==> config.mk <==
export PLATFORM = sky130hd
export DESIGN_NAME = srrip_set_replacement_core_flat
export DESIGN_NICKNAME = d
export VERILOG_FILES = /design/src/rtl/core/srrip_pkg.sv /design/src/rtl/core/srrip_if.sv /design/src/rtl/core/srrip_ctrl.sv /design/src/rtl/core/srrip_dp.sv /design/src/rtl/core/srrip_set_replacement_core.sv /design/src/flat_wrapper.sv
export SDC_FILE = /design/constraint.sdc
export NUM_CORES = 1
export LEC_CHECK = 0
export ABC_AREA = 1
export BUFFER_PORTS_ARGS = -buffer_cell sky130_fd_sc_hd__buf_2
export CAP_MARGIN = 20
export CORE_ASPECT_RATIO = 0.7
export CORE_MARGIN = 8
export CORE_UTILIZATION = 45
export DETAILED_ROUTE_END_ITERATION = 16
export PLACE_DENSITY = 0.7
export SYNTH_ARGS = -nofsm -noshare
export SYNTH_HDL_FRONTEND = slang
export SYNTH_SLANG_ARGS = --single-unit
==> constraint.sdc <==
create_clock -name clk -period 5.9 [get_ports clk]
set_clock_uncertainty 0.2 [all_clocks]
set_input_delay 0.885 -clock clk [delete_from_list [all_inputs] [get_ports clk]]
set_output_delay 0.885 -clock clk [all_outputs]
set_load 0.01 [all_outputs]
==> src/rtl/core/srrip_pkg.sv <==
package srrip_pkg;

    localparam logic [2:0] CMD_LOOKUP = 3'd0;
    localparam logic [2:0] CMD_FILL   = 3'd1;
    localparam logic [2:0] CMD_HIT    = 3'd2;
    localparam logic [2:0] CMD_INVAL  = 3'd3;
    localparam logic [2:0] CMD_VICTIM = 3'd4;

    localparam logic [2:0] EVICT_LVL_RESET = 3'd3;

    typedef struct packed {
        logic [2:0]  command;
        logic [31:0] tag;
        logic [3:0]  way;
        logic        promote;
        logic        pin_write;
        logic [15:0] busy_mask;
    } req_t;

    typedef struct packed {
        logic       found;
        logic [3:0] way_out;
    } rsp_t;

    typedef enum logic [1:0] {
        RES_NONE,
        RES_LOOKUP,
        RES_VICTIM
    } res_src_t;

    // controller to datapath
    typedef struct packed {
        logic     load;
        logic     apply;
        logic     age;
        logic     res_load;
        res_src_t res_src;
    } dp_cmd_t;

    // datapath to controller
    typedef struct packed {
        logic [2:0] command;
        logic       free_hit;
        logic       any_at;
    } dp_stat_t;

endpackage

==> src/rtl/core/srrip_if.sv <==
interface srrip_req_if;
    logic            valid;
    logic            ready;
    srrip_pkg::req_t payload;

    modport source (output valid, output payload, input ready);
    modport sink (input valid, input payload, output ready);
endinterface

interface srrip_rsp_if;
    logic            valid;
    logic            ready;
    srrip_pkg::rsp_t payload;

    modport source (output valid, output payload, input ready);
    modport sink (input valid, input payload, output ready);
endinterface

interface srrip_cfg_if;
    logic       valid;
    logic       ready;
    logic [2:0] payload;

    modport source (output valid, output payload, input ready);
    modport sink (input valid, input payload, output ready);
endinterface

==> src/rtl/core/srrip_ctrl.sv <==
module srrip_ctrl
(
    input  logic                clk,
    input  logic                rst_n,
    input  logic                in_valid,
    output logic                in_ready,
    output logic                out_valid,
    input  logic                out_ready,
    input  srrip_pkg::dp_stat_t stat,
    output srrip_pkg::dp_cmd_t  cmd
);

    typedef enum logic [1:0] {
        ST_IDLE,
        ST_EVAL,
        ST_SEL
    } state_t;

    state_t state_reg;
    logic   out_valid_reg;
    logic   out_free;

    // result slot can take a word this cycle
    assign out_free  = !out_valid_reg || out_ready;
    assign in_ready  = (state_reg == ST_IDLE);
    assign out_valid = out_valid_reg;

    always_comb
    begin
        cmd.load     = 1'b0;
        cmd.apply    = 1'b0;
        cmd.age      = 1'b0;
        cmd.res_load = 1'b0;
        cmd.res_src  = srrip_pkg::RES_NONE;
        unique case (state_reg)
            ST_IDLE:
            begin
                cmd.load = in_valid;
            end
            ST_EVAL:
            begin
                if (stat.command == srrip_pkg::CMD_VICTIM && !stat.free_hit && !stat.any_at)
                begin
                    cmd.age = 1'b1;
                end
                else if (out_free)
                begin
                    cmd.apply    = 1'b1;
                    cmd.res_load = 1'b1;
                    case (stat.command)
                        srrip_pkg::CMD_LOOKUP: cmd.res_src = srrip_pkg::RES_LOOKUP;
                        srrip_pkg::CMD_VICTIM: cmd.res_src = srrip_pkg::RES_VICTIM;
                        default:               cmd.res_src = srrip_pkg::RES_NONE;
                    endcase
                end
            end
            ST_SEL:
            begin
                if (out_free)
                begin
                    cmd.res_load = 1'b1;
                    cmd.res_src  = srrip_pkg::RES_VICTIM;
                end
            end
            default:
            begin
                cmd.load = 1'b0;
            end
        endcase
    end

    always_ff @(posedge clk or negedge rst_n)
    begin
        if (!rst_n)
        begin
            state_reg     <= ST_IDLE;
            out_valid_reg <= 1'b0;
        end
        else
        begin
            if (cmd.res_load)
            begin
                out_valid_reg <= 1'b1;
            end
            else if (out_ready)
            begin
                out_valid_reg <= 1'b0;
            end
            unique case (state_reg)
                ST_IDLE:
                begin
                    if (in_valid)
                    begin
                        state_reg <= ST_EVAL;
                    end
                end
                ST_EVAL:
                begin
                    if (cmd.age)
                    begin
                        state_reg <= ST_SEL;
                    end
                    else if (cmd.res_load)
                    begin
                        state_reg <= ST_IDLE;
                    end
                end
                ST_SEL:
                begin
                    if (cmd.res_load)
                    begin
                        state_reg <= ST_IDLE;
                    end
                end
                default:
                begin
                    state_reg <= ST_IDLE;
                end
            endcase
        end
    end

endmodule

==> src/rtl/core/srrip_dp.sv <==
module srrip_dp
#(
    parameter int WAYS     = 16,
    parameter int TAG_BITS = 32
)
(
    input  logic                clk,
    input  logic                rst_n,
    input  srrip_pkg::req_t     req_in,
    input  logic                cfg_we,
    input  logic [2:0]          cfg_data,
    input  srrip_pkg::dp_cmd_t  cmd,
    output srrip_pkg::dp_stat_t stat,
    output srrip_pkg::rsp_t     rsp_out
);

    localparam int WB = $clog2(WAYS);
    localparam int TW = (TAG_BITS < 32) ? TAG_BITS : 32;

    srrip_pkg::req_t req_reg;
    logic [2:0]      evict_lvl_reg;
    logic [TW-1:0]   tag_reg [WAYS];
    logic [WAYS-1:0] valid_reg;
    logic [WAYS-1:0] pinned_reg;
    logic [2:0]      rrpv_reg [WAYS];
    logic            found_reg;
    logic [3:0]      way_out_reg;

    logic [TW-1:0]   tag_in;
    logic [WB-1:0]   widx;
    logic            in_range;
    logic [WAYS-1:0] at_lvl;
    logic [7:0]      present;
    logic [2:0]      top_rrpv;
    logic [2:0]      gap;
    logic            look_hit;
    logic [WB-1:0]   look_way;
    logic            free_hit;
    logic [WB-1:0]   free_way;
    logic            unpin_hit;
    logic [WB-1:0]   unpin_way;
    logic            pin_hit;
    logic [WB-1:0]   pin_way;
    logic            vict_hit;
    logic [WB-1:0]   vict_way;

    assign tag_in   = req_reg.tag[TW-1:0];
    assign widx     = req_reg.way[WB-1:0];
    assign in_range = ({1'b0, req_reg.way} < 5'(WAYS));

    always_comb
    begin
        present = 8'd0;
        for (int i = 0; i < WAYS; i++)
        begin
            at_lvl[i] = (rrpv_reg[i] >= evict_lvl_reg);
            present   = present | (8'd1 << rrpv_reg[i]);
        end
        top_rrpv = 3'd0;
        for (int k = 0; k < 8; k++)
        begin
            if (present[k])
            begin
                top_rrpv = 3'(k);
            end
        end
    end

    // only used when every way sits below the level, so the top is below too
    assign gap = evict_lvl_reg - top_rrpv;

    // descending scans: the lowest qualifying way wins
    always_comb
    begin
        look_hit  = 1'b0;
        look_way  = '0;
        free_hit  = 1'b0;
        free_way  = '0;
        unpin_hit = 1'b0;
        unpin_way = '0;
        pin_hit   = 1'b0;
        pin_way   = '0;
        for (int i = WAYS - 1; i >= 0; i--)
        begin
            if (valid_reg[i] && tag_reg[i] == tag_in)
            begin
                look_hit = 1'b1;
                look_way = WB'(i);
            end
            if (!valid_reg[i])
            begin
                free_hit = 1'b1;
                free_way = WB'(i);
            end
            if (at_lvl[i] && !pinned_reg[i] && !req_reg.busy_mask[i])
            begin
                unpin_hit = 1'b1;
                unpin_way = WB'(i);
            end
            if (at_lvl[i] && pinned_reg[i])
            begin
                pin_hit = 1'b1;
                pin_way = WB'(i);
            end
        end
    end

    always_comb
    begin
        vict_hit = 1'b1;
        if (free_hit)
        begin
            vict_way = free_way;
        end
        else if (unpin_hit)
        begin
            vict_way = unpin_way;
        end
        else if (pin_hit)
        begin
            vict_way = pin_way;
        end
        else
        begin
            vict_hit = 1'b0;
            vict_way = '0;
        end
    end

    assign stat.command  = req_reg.command;
    assign stat.free_hit = free_hit;
    assign stat.any_at   = |at_lvl;

    assign rsp_out.found   = found_reg;
    assign rsp_out.way_out = way_out_reg;

    always_ff @(posedge clk)
    begin
        if (cmd.load)
        begin
            req_reg <= req_in;
        end
        if (cmd.res_load)
        begin
            case (cmd.res_src)
                srrip_pkg::RES_LOOKUP:
                begin
                    found_reg   <= look_hit;
                    way_out_reg <= look_hit ? 4'(look_way) : 4'd0;
                end
                srrip_pkg::RES_VICTIM:
                begin
                    found_reg   <= vict_hit;
                    way_out_reg <= 4'(vict_way);
                end
                default:
                begin
                    found_reg   <= 1'b0;
                    way_out_reg <= 4'd0;
                end
            endcase
        end
        if (cmd.apply && req_reg.command == srrip_pkg::CMD_FILL && in_range)
        begin
            tag_reg[widx] <= tag_in;
        end
    end

    always_ff @(posedge clk or negedge rst_n)
    begin
        if (!rst_n)
        begin
            evict_lvl_reg <= srrip_pkg::EVICT_LVL_RESET;
            valid_reg     <= '0;
            pinned_reg    <= '0;
            for (int i = 0; i < WAYS; i++)
            begin
                rrpv_reg[i] <= 3'd0;
            end
        end
        else
        begin
            if (cfg_we)
            begin
                evict_lvl_reg <= cfg_data;
            end
            if (cmd.apply && in_range)
            begin
                case (req_reg.command)
                    srrip_pkg::CMD_FILL:
                    begin
                        valid_reg[widx]  <= 1'b1;
                        pinned_reg[widx] <= 1'b0;
                        rrpv_reg[widx]   <= 3'd0;
                    end
                    srrip_pkg::CMD_HIT:
                    begin
                        if (valid_reg[widx])
                        begin
                            if (req_reg.pin_write && !pinned_reg[widx])
                            begin
                                pinned_reg[widx] <= 1'b1;
                            end
                            if ((req_reg.pin_write && !pinned_reg[widx]) || req_reg.promote)
                            begin
                                rrpv_reg[widx] <= 3'd0;
                            end
                        end
                    end
                    srrip_pkg::CMD_INVAL:
                    begin
                        valid_reg[widx]  <= 1'b0;
                        pinned_reg[widx] <= 1'b0;
                        rrpv_reg[widx]   <= 3'd0;
                    end
                    default:
                    begin
                        valid_reg <= valid_reg;
                    end
                endcase
            end
            if (cmd.age)
            begin
                for (int i = 0; i < WAYS; i++)
                begin
                    if (!at_lvl[i])
                    begin
                        rrpv_reg[i] <= rrpv_reg[i] + gap;
                    end
                end
            end
        end
    end

endmodule

==> src/rtl/core/srrip_set_replacement_core.sv <==
// One cache set under static RRIP replacement.
// req channel: one word per command (lookup, fill, hit update, invalidate,
// choose victim) with tag, way, promote, pin_write and busy_mask.
// rsp channel: exactly one word per request, found and way_out; found is 0
// for commands other than lookup and victim.
// cfg channel: writes the eviction level, always ready; write only while idle.
// A request accepted in the idle state is evaluated in the EVAL state, and
// its response is registered as the sequencer leaves EVAL for idle.
// A victim request that has to age the set also passes through the SEL state:
// the EVAL state writes the aged RRPVs, and SEL picks the way from them.
// One request is in flight at a time; req ready is high while the sequencer
// waits for work, also while an earlier response still sits unclaimed.
// If rsp is stalled, evaluation holds until the response register frees, and
// no state update is made until then, except the ageing step of a victim
// request, which goes ahead before the wait.
// Reset: all ways invalid, unpinned, RRPV 0, eviction level 3; tags are not
// cleared, only valid ways are compared.
module srrip_set_replacement_core
#(
    parameter int WAYS     = 16,
    parameter int TAG_BITS = 32
)
(
    input  logic        clk,
    input  logic        rst_n,
    srrip_req_if.sink   req,
    srrip_rsp_if.source rsp,
    srrip_cfg_if.sink   cfg
);

    srrip_pkg::dp_cmd_t  dp_cmd;
    srrip_pkg::dp_stat_t dp_stat;
    logic                cfg_we;

    assign cfg.ready = 1'b1;
    assign cfg_we    = cfg.valid;

    srrip_ctrl u_ctrl
    (
        .clk       (clk),
        .rst_n     (rst_n),
        .in_valid  (req.valid),
        .in_ready  (req.ready),
        .out_valid (rsp.valid),
        .out_ready (rsp.ready),
        .stat      (dp_stat),
        .cmd       (dp_cmd)
    );

    srrip_dp
    #(
        .WAYS     (WAYS),
        .TAG_BITS (TAG_BITS)
    )
    u_dp
    (
        .clk      (clk),
        .rst_n    (rst_n),
        .req_in   (req.payload),
        .cfg_we   (cfg_we),
        .cfg_data (cfg.payload),
        .cmd      (dp_cmd),
        .stat     (dp_stat),
        .rsp_out  (rsp.payload)
    );

endmodule
==> src/flat_wrapper.sv <==
// flat-port wrapper written by rule: the top's interface ports become plain ports
module srrip_set_replacement_core_flat 
#(
    parameter int WAYS     = 16,
    parameter int TAG_BITS = 32
)
  (clk, rst_n, req_valid, req_payload, req_ready, rsp_valid, rsp_payload, rsp_ready, cfg_valid, cfg_payload, cfg_ready);
  srrip_req_if req_i ();
  srrip_rsp_if rsp_i ();
  srrip_cfg_if cfg_i ();
  input  logic clk;
  input  logic rst_n;
  input wire logic [$bits(req_i.valid)-1:0] req_valid;
  input wire logic [$bits(req_i.payload)-1:0] req_payload;
  output wire logic [$bits(req_i.ready)-1:0] req_ready;
  output wire logic [$bits(rsp_i.valid)-1:0] rsp_valid;
  output wire logic [$bits(rsp_i.payload)-1:0] rsp_payload;
  input wire logic [$bits(rsp_i.ready)-1:0] rsp_ready;
  input wire logic [$bits(cfg_i.valid)-1:0] cfg_valid;
  input wire logic [$bits(cfg_i.payload)-1:0] cfg_payload;
  output wire logic [$bits(cfg_i.ready)-1:0] cfg_ready;
  assign req_i.valid = req_valid;
  assign req_i.payload = req_payload;
  assign req_ready = req_i.ready;
  assign rsp_valid = rsp_i.valid;
  assign rsp_payload = rsp_i.payload;
  assign rsp_i.ready = rsp_ready;
  assign cfg_i.valid = cfg_valid;
  assign cfg_i.payload = cfg_payload;
  assign cfg_ready = cfg_i.ready;
  srrip_set_replacement_core #(.WAYS(WAYS), .TAG_BITS(TAG_BITS)) u_core (.clk(clk), .rst_n(rst_n), .req(req_i), .rsp(rsp_i), .cfg(cfg_i));
endmodule
* Word-level counts from Yosys, hierarchy flattened
Memories as Yosys holds them, arrays and structs flattened. Index checks and enable logic that the tools add are counted. Widths: inputs -> output; s select.
Word-level totals: memories kept 1, flip-flop bits (word level) 148, bits in writable memories 512, bits of input ports 65
Memories:
- u_core.u_dp.tag_reg | words 16, width 32, rd ports 16, clocked after Yosys merged registers in 0, write ports 1, RTL line srrip_dp.sv:22 | logic [TW-1:0] tag_reg [WAYS];
Cells by class: add/sub/neg operators 17, reduce and logical (&&, ||, !) cells 117, $lt $le $gt $ge 20, shift operators 16, bitwise operators 23, equality and inequality tests 27, multiplexer cells 195
Operators by type and width (number):
- $eq 32x32->1 | 16
- $mux 4 | 68
- $mux 48 | 4
- $shl 1x3->8 const A | 16
- $or 8x8->8 | 15
- $pmux 48 s2 | 1
- $mux 1 | 79
- $mux 3 | 24
- $logic_and 1x1->1 | 70
- $pmux 16 s2 | 2
- $add 3x3->3 | 16
- $and 48x48->48 | 1
- $ge 3x3->1 | 16
- $not 48->48 | 1
- $logic_not 1->1 | 36
- $and 16x16->16 | 2
- $mux 16 | 2
- $or 16x16->16 | 2
- $not 16->16 | 1
- $reduce_or 16->1 | 1
- $demux 3 s4 | 1
- $mux 2 | 6
- $bmux 1 s4 | 2
- $pmux 4 s2 | 1
- 24 further kinds | 32

* Depth between registers and ports, before layout
Gate-level depths: netlist of the first run.
depth after elaboration 27, mapped depth 26, gate-level depth less buffers 25

* Hierarchy
A second synthesis of the first run with hierarchy kept.
Second synthesis, totals: cell total of the unflattened synthesis 3079, area, all modules 32670.1 um^2
Modules (own cells, without submodules):
- srrip_dp | area an instance 32349.8 um^2, times used 1, cells each 3027, sequential area each 19316.0 um^2
- srrip_ctrl | area an instance 309.0 um^2, times used 1, cells each 50, sequential area each 75.1 um^2
- srrip_set_replacement_core | area an instance 11.3 um^2, times used 1, cells each 2, sequential area each 0.0 um^2

* Least setup slack after synthesis of the first run
Ideal clock, no wire load.
path kind flip-flop to flip-flop, start point register u_core.u_dp.evict_lvl_reg[1], end point memory u_core.u_dp.tag_reg[11][0] in the netlist's numbering (enable), setup slack 0.844 ns, arrival 4.393 ns, data required time 5.237 ns, stages on the path, launching flop included 14, clock period less this slack 5.056 ns, setup time 0.463 ns, cells stage by stage dfstp_2 -> inv_1 -> ha_1 -> nand2_1 -> o211ai_1 -> nor2_1 -> nand2_1 -> nor4_2 -> nand4_2 -> nand2_2 -> nor2_4 -> nand2_4 -> buf_8 -> nor3_1
On the way: word-level cells in the longest chain between the ends 9
Ends and longest elaborated chain:
- start, declared | RTL line srrip_dp.sv:21 | logic [2:0] evict_lvl_reg;
- start signal, assigned | RTL line srrip_dp.sv:173 | evict_lvl_reg <= srrip_pkg::EVICT_LVL_RESET;
- start signal, assigned | RTL line srrip_dp.sv:185 | evict_lvl_reg <= cfg_data;
- $ge 3x3->1 | RTL line srrip_dp.sv:56 | at_lvl[i] = (rrpv_reg[i] >= evict_lvl_reg);
- $reduce_or 16->1 * | RTL line srrip_dp.sv:132 | assign stat.any_at = |at_lvl;
- $logic_not 1->1 * | RTL line srrip_ctrl.sv:42 | if (stat.command == srrip_pkg::CMD_VICTIM && !stat.free_hit && !stat.any_at)
- $logic_and 1x1->1 * | RTL line srrip_ctrl.sv:42
- $mux 1 * | RTL line srrip_ctrl.sv:42
- $mux 2 * | RTL line srrip_ctrl.sv:35 | unique case (state_reg)
- $logic_and 1x1->1 * | RTL line srrip_dp.sv:163 | if (cmd.apply && req_reg.command == srrip_pkg::CMD_FILL && in_range)
- $mux 1 * | RTL line srrip_dp.sv:163
- $mux 1 (not written as such) * | RTL line srrip_dp.sv:165 | tag_reg[widx] <= tag_in;
- end, declared | RTL line srrip_dp.sv:22
Every way passes the cells marked *; elsewhere a longest branch is shown, timed or not.

* Worst setup path after layout of the first run
start point register u_core.u_dp.evict_lvl_reg[1], end point memory u_core.u_dp.tag_reg[10][14] in the netlist's numbering (enable)
The elaborated chain is that of the path after synthesis.

==> results of run 1 <==
==> cell usage after synthesis (all sizes together), types with 27 or more instances <==
library cell  instances  share of area
a211oi               27         0.0063
a21oi                69          0.011
buf                  87          0.017
dfrtp                84          0.065
edfxtp              574           0.53
ha                   71          0.027
inv                 286          0.033
nand2               618          0.072
nand3               130          0.020
nand4                61          0.012
nor2                231          0.027
nor3                 73          0.011
nor4                 40         0.0079
o211ai               32         0.0074
o21ai               174          0.027
o22ai                89          0.017
or2                  37         0.0071
xnor2               157          0.043
xor2                 32         0.0086
==> through the flow <==
step	worst slack, ns	util	hold WS [ns]	std cells	area, sq um
finish	0.9081	0.5047	0.1278	4150	36040
global route	0.6450	0.5047	0.1747	4150	36040
CTS	1.012	0.5047	0.1470	4150	36040
detailed placement	1.040	0.4742	0.3814	4029	33860
global placement	1.106	0.4742	0.3468	4029	33860
floorplan	0.8444	-	0.2958	3040	32400
==> power by group <==
group / leakage, uW / switching [uW] / total [uW] / internal (uW)
Sequential: 0.00626 / 286 / 5750 / 5460
Clock: 0.00107 / 1900 / 4330 / 2430
Combinational: 0.00607 / 2450 / 3400 / 954
Total: 0.0134 / 4640 / 13500 / 8840
==> area by class of cell <==
class                      instances  area (sq um)  share of cell area
multi-input combinational       1988         11400              0.3163
timing repair buffer             128         785.8             0.02180
clock inverter                    44         464.2             0.01288
tap                              966          1209             0.03353
clock buffer                      77          1714             0.04756
inverter                         287          1077             0.02989
sequential                       660         19390              0.5380
==> worst max-delay path: stages (launching register included) <==
cell and delay [ns]:
dfstp_2 0.55, inv_1 0.41, ha_1 0.50, nand2_1 0.05, o211ai_1 0.54, nor2_1 0.12, nand2_1 0.11, nor4_2 0.05
nand4_2 0.10, nand2_2 0.09, nor2_4 0.39, nand2_4 0.33, inv_1 0.26, nand2_1 0.14, nor2_4 0.74
==> cell usage in the layout, fill, tap and decap left out, types with 16 or more instances in the layout <==
cell type	synthesis	final
o31ai_1	16	16
clkinv_2	0	16
nor4_1	39	39
edfxtp_1	574	574
dfrtp_1	84	84
inv_1	264	263
buf_4	20	58
nand3_1	129	129
xor2_1	32	32
ha_1	71	71
nand2_1	614	614
o21ai_0	167	167
xnor2_1	156	156
a21oi_1	69	69
nor2_1	226	213
nand4_1	60	60
inv_2	22	23
fa_1	17	17
a22o_1	26	26
a211oi_1	27	27
nor3_1	72	69
clkbuf_16	0	67
or2_2	34	34
o211ai_1	32	32
buf_2	58	70
o22ai_1	89	89
==> layer usage <==
layer / share of wire / vias up / GRT usage
met5: 0.000096 / - / 0
met1: 0.42 / 11830 / 0.3685
met2: 0.40 / 1603 / 0.3479
met3: 0.15 / 208 / 0.08718
met4: 0.030 / 2 / 0.07090
li1: - / 10910 / -
==> path summary, 6_finish.rpt <==
path                                                          start                                    end  slack [ns]
max                        u_core.u_dp.evict_lvl_reg[1]$_DFFE_PN1P_  u_core.u_dp.tag_reg[10][14]$_DFFE_PP_        0.91
min                                                           rst_n    u_core.u_ctrl.out_valid$_DFFE_PN0P_        0.13
max reg2reg                u_core.u_dp.evict_lvl_reg[1]$_DFFE_PN1P_  u_core.u_dp.tag_reg[10][14]$_DFFE_PP_        0.91
min reg2reg                                               flip-flop                              flip-flop        0.39
max in group asynchronous                                     rst_n     u_core.u_dp.rrpv_reg[10]$_DFF_PN0_        4.30
min in group clk                                    req_payload[53]       u_core.u_dp.tag_in[31]$_DFFE_PP_        0.23
==> cells by family after synthesis <==
family,count (synthesis),synth area share
other cells,1,0.0001157
xor+xnor,189,0.05166
buf+inv,392,0.05228
compound gates,506,0.09788
simple gates,1204,0.1617
flops,660,0.5984
fa+ha+maj,88,0.03792
==> results.ini, run 1 <==
[sta]
hold_viol_final = 0
slew_headroom = 0.2707
fmax_ghz = 0.2003
rsz0062_at_grt = false
slew_violations = 0
setup_viol = 0
tns_ns = 0
fin_crit_sh = 0.8461
worstMarginPinSlew_ns = 1.090
fin_crit_ns = 4.992

[cells_and_area]
fillers = 6425
num_antenna_cells = 0
drive_gt1_frac = 0.1008
largest_register_ffs = 512
syn_to_final_growth_pct = 11.23
nNetsFinal = 3285

[cts]
cts_max_path_buffers = 3
root_buffer = clkbuf_16
cts.sinks = 660
cts_htree_levels = 3
cts_tree = built
clk_latency_ns = 0.63
numCtsBuffers = 67
cts_hold_buf = 0
cts.clk_slew.worst_paths_ns = 0.06
postCtsResizedCells = 0
postCtsSetupRepairBufs = 0

[die]
dieArea_sq_um = 80990
initial_core_util = 0.4538
io_pins = 73
rows = 82
die_width_microns = 336.7
core_area_sq_um = 71410
die_height_microns = 240.5

[detailed_routing]
firstDrtPassIters = 6
drt_iter0_markers = 3664
wl_mm = 103.7
via_per_inst = 5.914
postRouteAntennaNets = 0
route.vias.total = 24550
drc_errors = 0
wire_per_inst_microns = 24.98

[yosys]
synth-seq-cells = 660
ys_async_sr_fraction = 0.1303
ys_types = 62
yosysWarningCount = 0
synth_area_sq_um = 32400
synthesis.instances = 3040
synth_nets = 3193
synthFlopType = edfxtp_1
syn_avg_cell_area_sq_um = 10.66
synth_edf_count = 574
ys_seq_area_frac = 0.5984

[placement]
globalplace.congestion = 0.9950
port_buffers = 71
dp_hpwl_mm = 68.06

[critical_path]
ff2ff_path_depth = 14
critPathCaptureType = flip-flop
crit_required_ns = 5.94
start_kind = flip-flop
critPathKind = reg2reg
critPathMaxFanout = 33
cp_data_arrival_time_ns = 5.03

[run]
drv_cap = 0

[outcome]
outcome = completed

[grt]
grt_pass1_vias = 22750
grt_max_degree = 59
grt_pass1_wl_mm = 149.5
grt_overflow_total = 0
grt_usage = 0.2505
antenna_found_initial = 4

[pwr]
p_total_uw = 13480
p_leak_uw = 0.01340
irDropWorstVdd_mv = 0.3073
power.density_nw_per_um2 = 374.0

[worst_hold_path]
hold_class = in2async

(Power assumes the default switching activity.)
==> run 2: changes to the inputs <==
- PLACE_DENSITY: 0.7 -> 0.72
- clock period: 5.9 -> 4.3 ns (I/O delays scaled with it)
==> run 2 against run 1 <==
  * The flow now finishes with violations (hold timing)
  * Global-route usage rose by 0.59 points
  * Sequential power rose by 37%
  * Clock power rose by 39%
  * Total power rose by 42%
  * Cell area rose by 4.3%
  * Register-to-register slack got worse by 0.69 ns
  * Non-clock buffer count rose by 142
  * Die area did not move
  * Critical endpoint is now u_core.u_dp.rrpv_reg[47]$_DFF_PN0_
  * Highest routed layer unchanged
==> results.ini, run 2 (same netlist as run 1, synthesis figures left out) <==
[outcome]
outcome = complete, but fails checks
violations = hold timing

[pwr]
p_total_uw = 19100
p_leak_uw = 0.01415
power.density_nw_per_um2 = 508.1
irDropWorstVdd_mv = 0.3936

[cts]
numCtsBuffers = 68
cts.sinks = 660
clk_latency_ns = 0.62
cts.clk_slew.worst_paths_ns = 0.07
cts_max_path_buffers = 3
cts_tree = built
root_buffer = clkbuf_16
cts_htree_levels = 3

[detailed_routing]
wl_mm = 106.1
drc_errors = 0
firstDrtPassIters = 8
postRouteAntennaNets = 0
wire_per_inst_microns = 24.69
via_per_inst = 5.872
route.vias.total = 25220
drt_iter0_markers = 4040

[cells_and_area]
drive_gt1_frac = 0.1256
nNetsFinal = 3428
mostFrequentLayoutCells = nand2_1, edfxtp_1, inv_1, nor2_1, o21ai_0
ff_latch_area_sq_um = 19390
syn_to_final_growth_pct = 16.01
final_common_cell = nand2_1
num_antenna_cells = 0
fillers = 6185
largest_register_ffs = 512
multi_input_area_sq_um = 11410

[grt]
grt_overflow_total = 0
antenna_found_initial = 1
grt_usage = 0.2565
grt_max_degree = 67
grt_pass1_vias = 23490
grt_pass1_wl_mm = 153.6

[critical_path]
critPathKind = reg2reg
crit_required_ns = 4.59
critPathCaptureType = flip-flop
critPathMaxFanout = 9
cp_data_arrival_time_ns = 4.37
r2r_slack_ns = 0.21
start_kind = flip-flop

[die]
rows = 82
io_pins = 73
dieArea_sq_um = 80990
die_height_microns = 240.5
die_width_microns = 336.7
core_area_sq_um = 71410
initial_core_util = 0.4538

[worst_hold_path]
hold_class = in2async

[placement]
pre_cts_ws_ns = 0.2141
globalplace.congestion = 1.013
port_buffers = 71
dp_hpwl_mm = 71.33

[sta]
finalWorstSetupSlack_ns = 0.2140
worstMarginPinSlew_ns = 1.237
slew_violations = 0
fin_crit_ns = 4.086
rsz0062_at_grt = false
setup_viol = 0
hold_viol_final = 2
hold_ws_ns = -0.002774
slew_headroom = 0.1754
fin_crit_sh = 0.9502
fmax_ghz = 0.2447

[run]
drv_cap = 0

[run 2: critical path, stage by stage (launching register included)]
cell	delay [ns]
dfrtp_1	0.50
o311ai_0	0.24
buf_4	0.20
a311oi_1	0.38
nand3_1	0.12
o21ai_0	0.19
nand2_1	0.08
a21oi_1	0.11
or2_2	0.12
ha_1	0.12
inv_1	0.05
fa_1	0.60
buf_12	0.18
inv_1	0.06
fa_1	0.37
xor2_1	0.16
xor2_1	0.18
o21ai_1	0.08
[run 2: timing repair]
item / 4_1_cts / 5_1_grt
endpoints found under the hold margin: 46 / 0
hold buffers: 46 / 0
resized for setup: 0 / 6
endpoints found under the setup margin: 0 / 17
buffers inserted: 0 / 2
[run 2: final timing paths]
path	cells after the start	to	start
max	17	u_core.u_dp.rrpv_reg[47]$_DFF_PN0_	u_core.u_dp.rrpv_reg[20]$_DFF_PN0_
min	1	asynchronous set/reset pin	rst_n
max reg2reg	17	u_core.u_dp.rrpv_reg[47]$_DFF_PN0_	u_core.u_dp.rrpv_reg[20]$_DFF_PN0_
min reg2reg	2	flip-flop	flip-flop
max in group asynchronous	2	u_core.u_dp.evict_lvl_reg[1]$_DFFE_PN1P_	rst_n
min in group clk	1	u_core.u_dp.tag_in[16]$_DFFE_PP_	req_payload[38]
[run 2: power by group]
part	total, uW	switching [uW]	leakage [uW]	internal [uW]
Sequential	7850	349	0.00625	7500
Clock	6030	2570	0.00107	3460
Combinational	5220	3550	0.00682	1670
[run 2: per-layer routing]
layer,up-vias,part of all wire,GRT usage
met2,1784,0.39,0.3492
met3,259,0.15,0.07664
met5,-,0.00012,0
met1,11960,0.42,0.3887
met4,2,0.032,0.07903
li1,11210,-,-
[run 2: cell type report]
class	instances	area share
timing repair buffer	270	0.06008
multi-input combinational	1988	0.3037
inverter	287	0.02876
clock inverter	36	0.009652
tap	966	0.03215
clock buffer	88	0.04979
sequential	660	0.5159
[run 2: per-stage QoR]
step	hold WS [ns]	setup TNS [ns]	area, sq um	utilization	instances
4_1_cts	0.001245	0	37520	0.5254	4292
5_1_grt	0.002517	0	37590	0.5264	4295
2_1_floorplan	0.1494	-74.59	32400	-	3040
6_report	-0.002774	0	37590	0.5264	4295
3_5_place_dp	0.3323	0	34820	0.4877	4122
3_3_place_gp	0.3223	0	34820	0.4877	4122
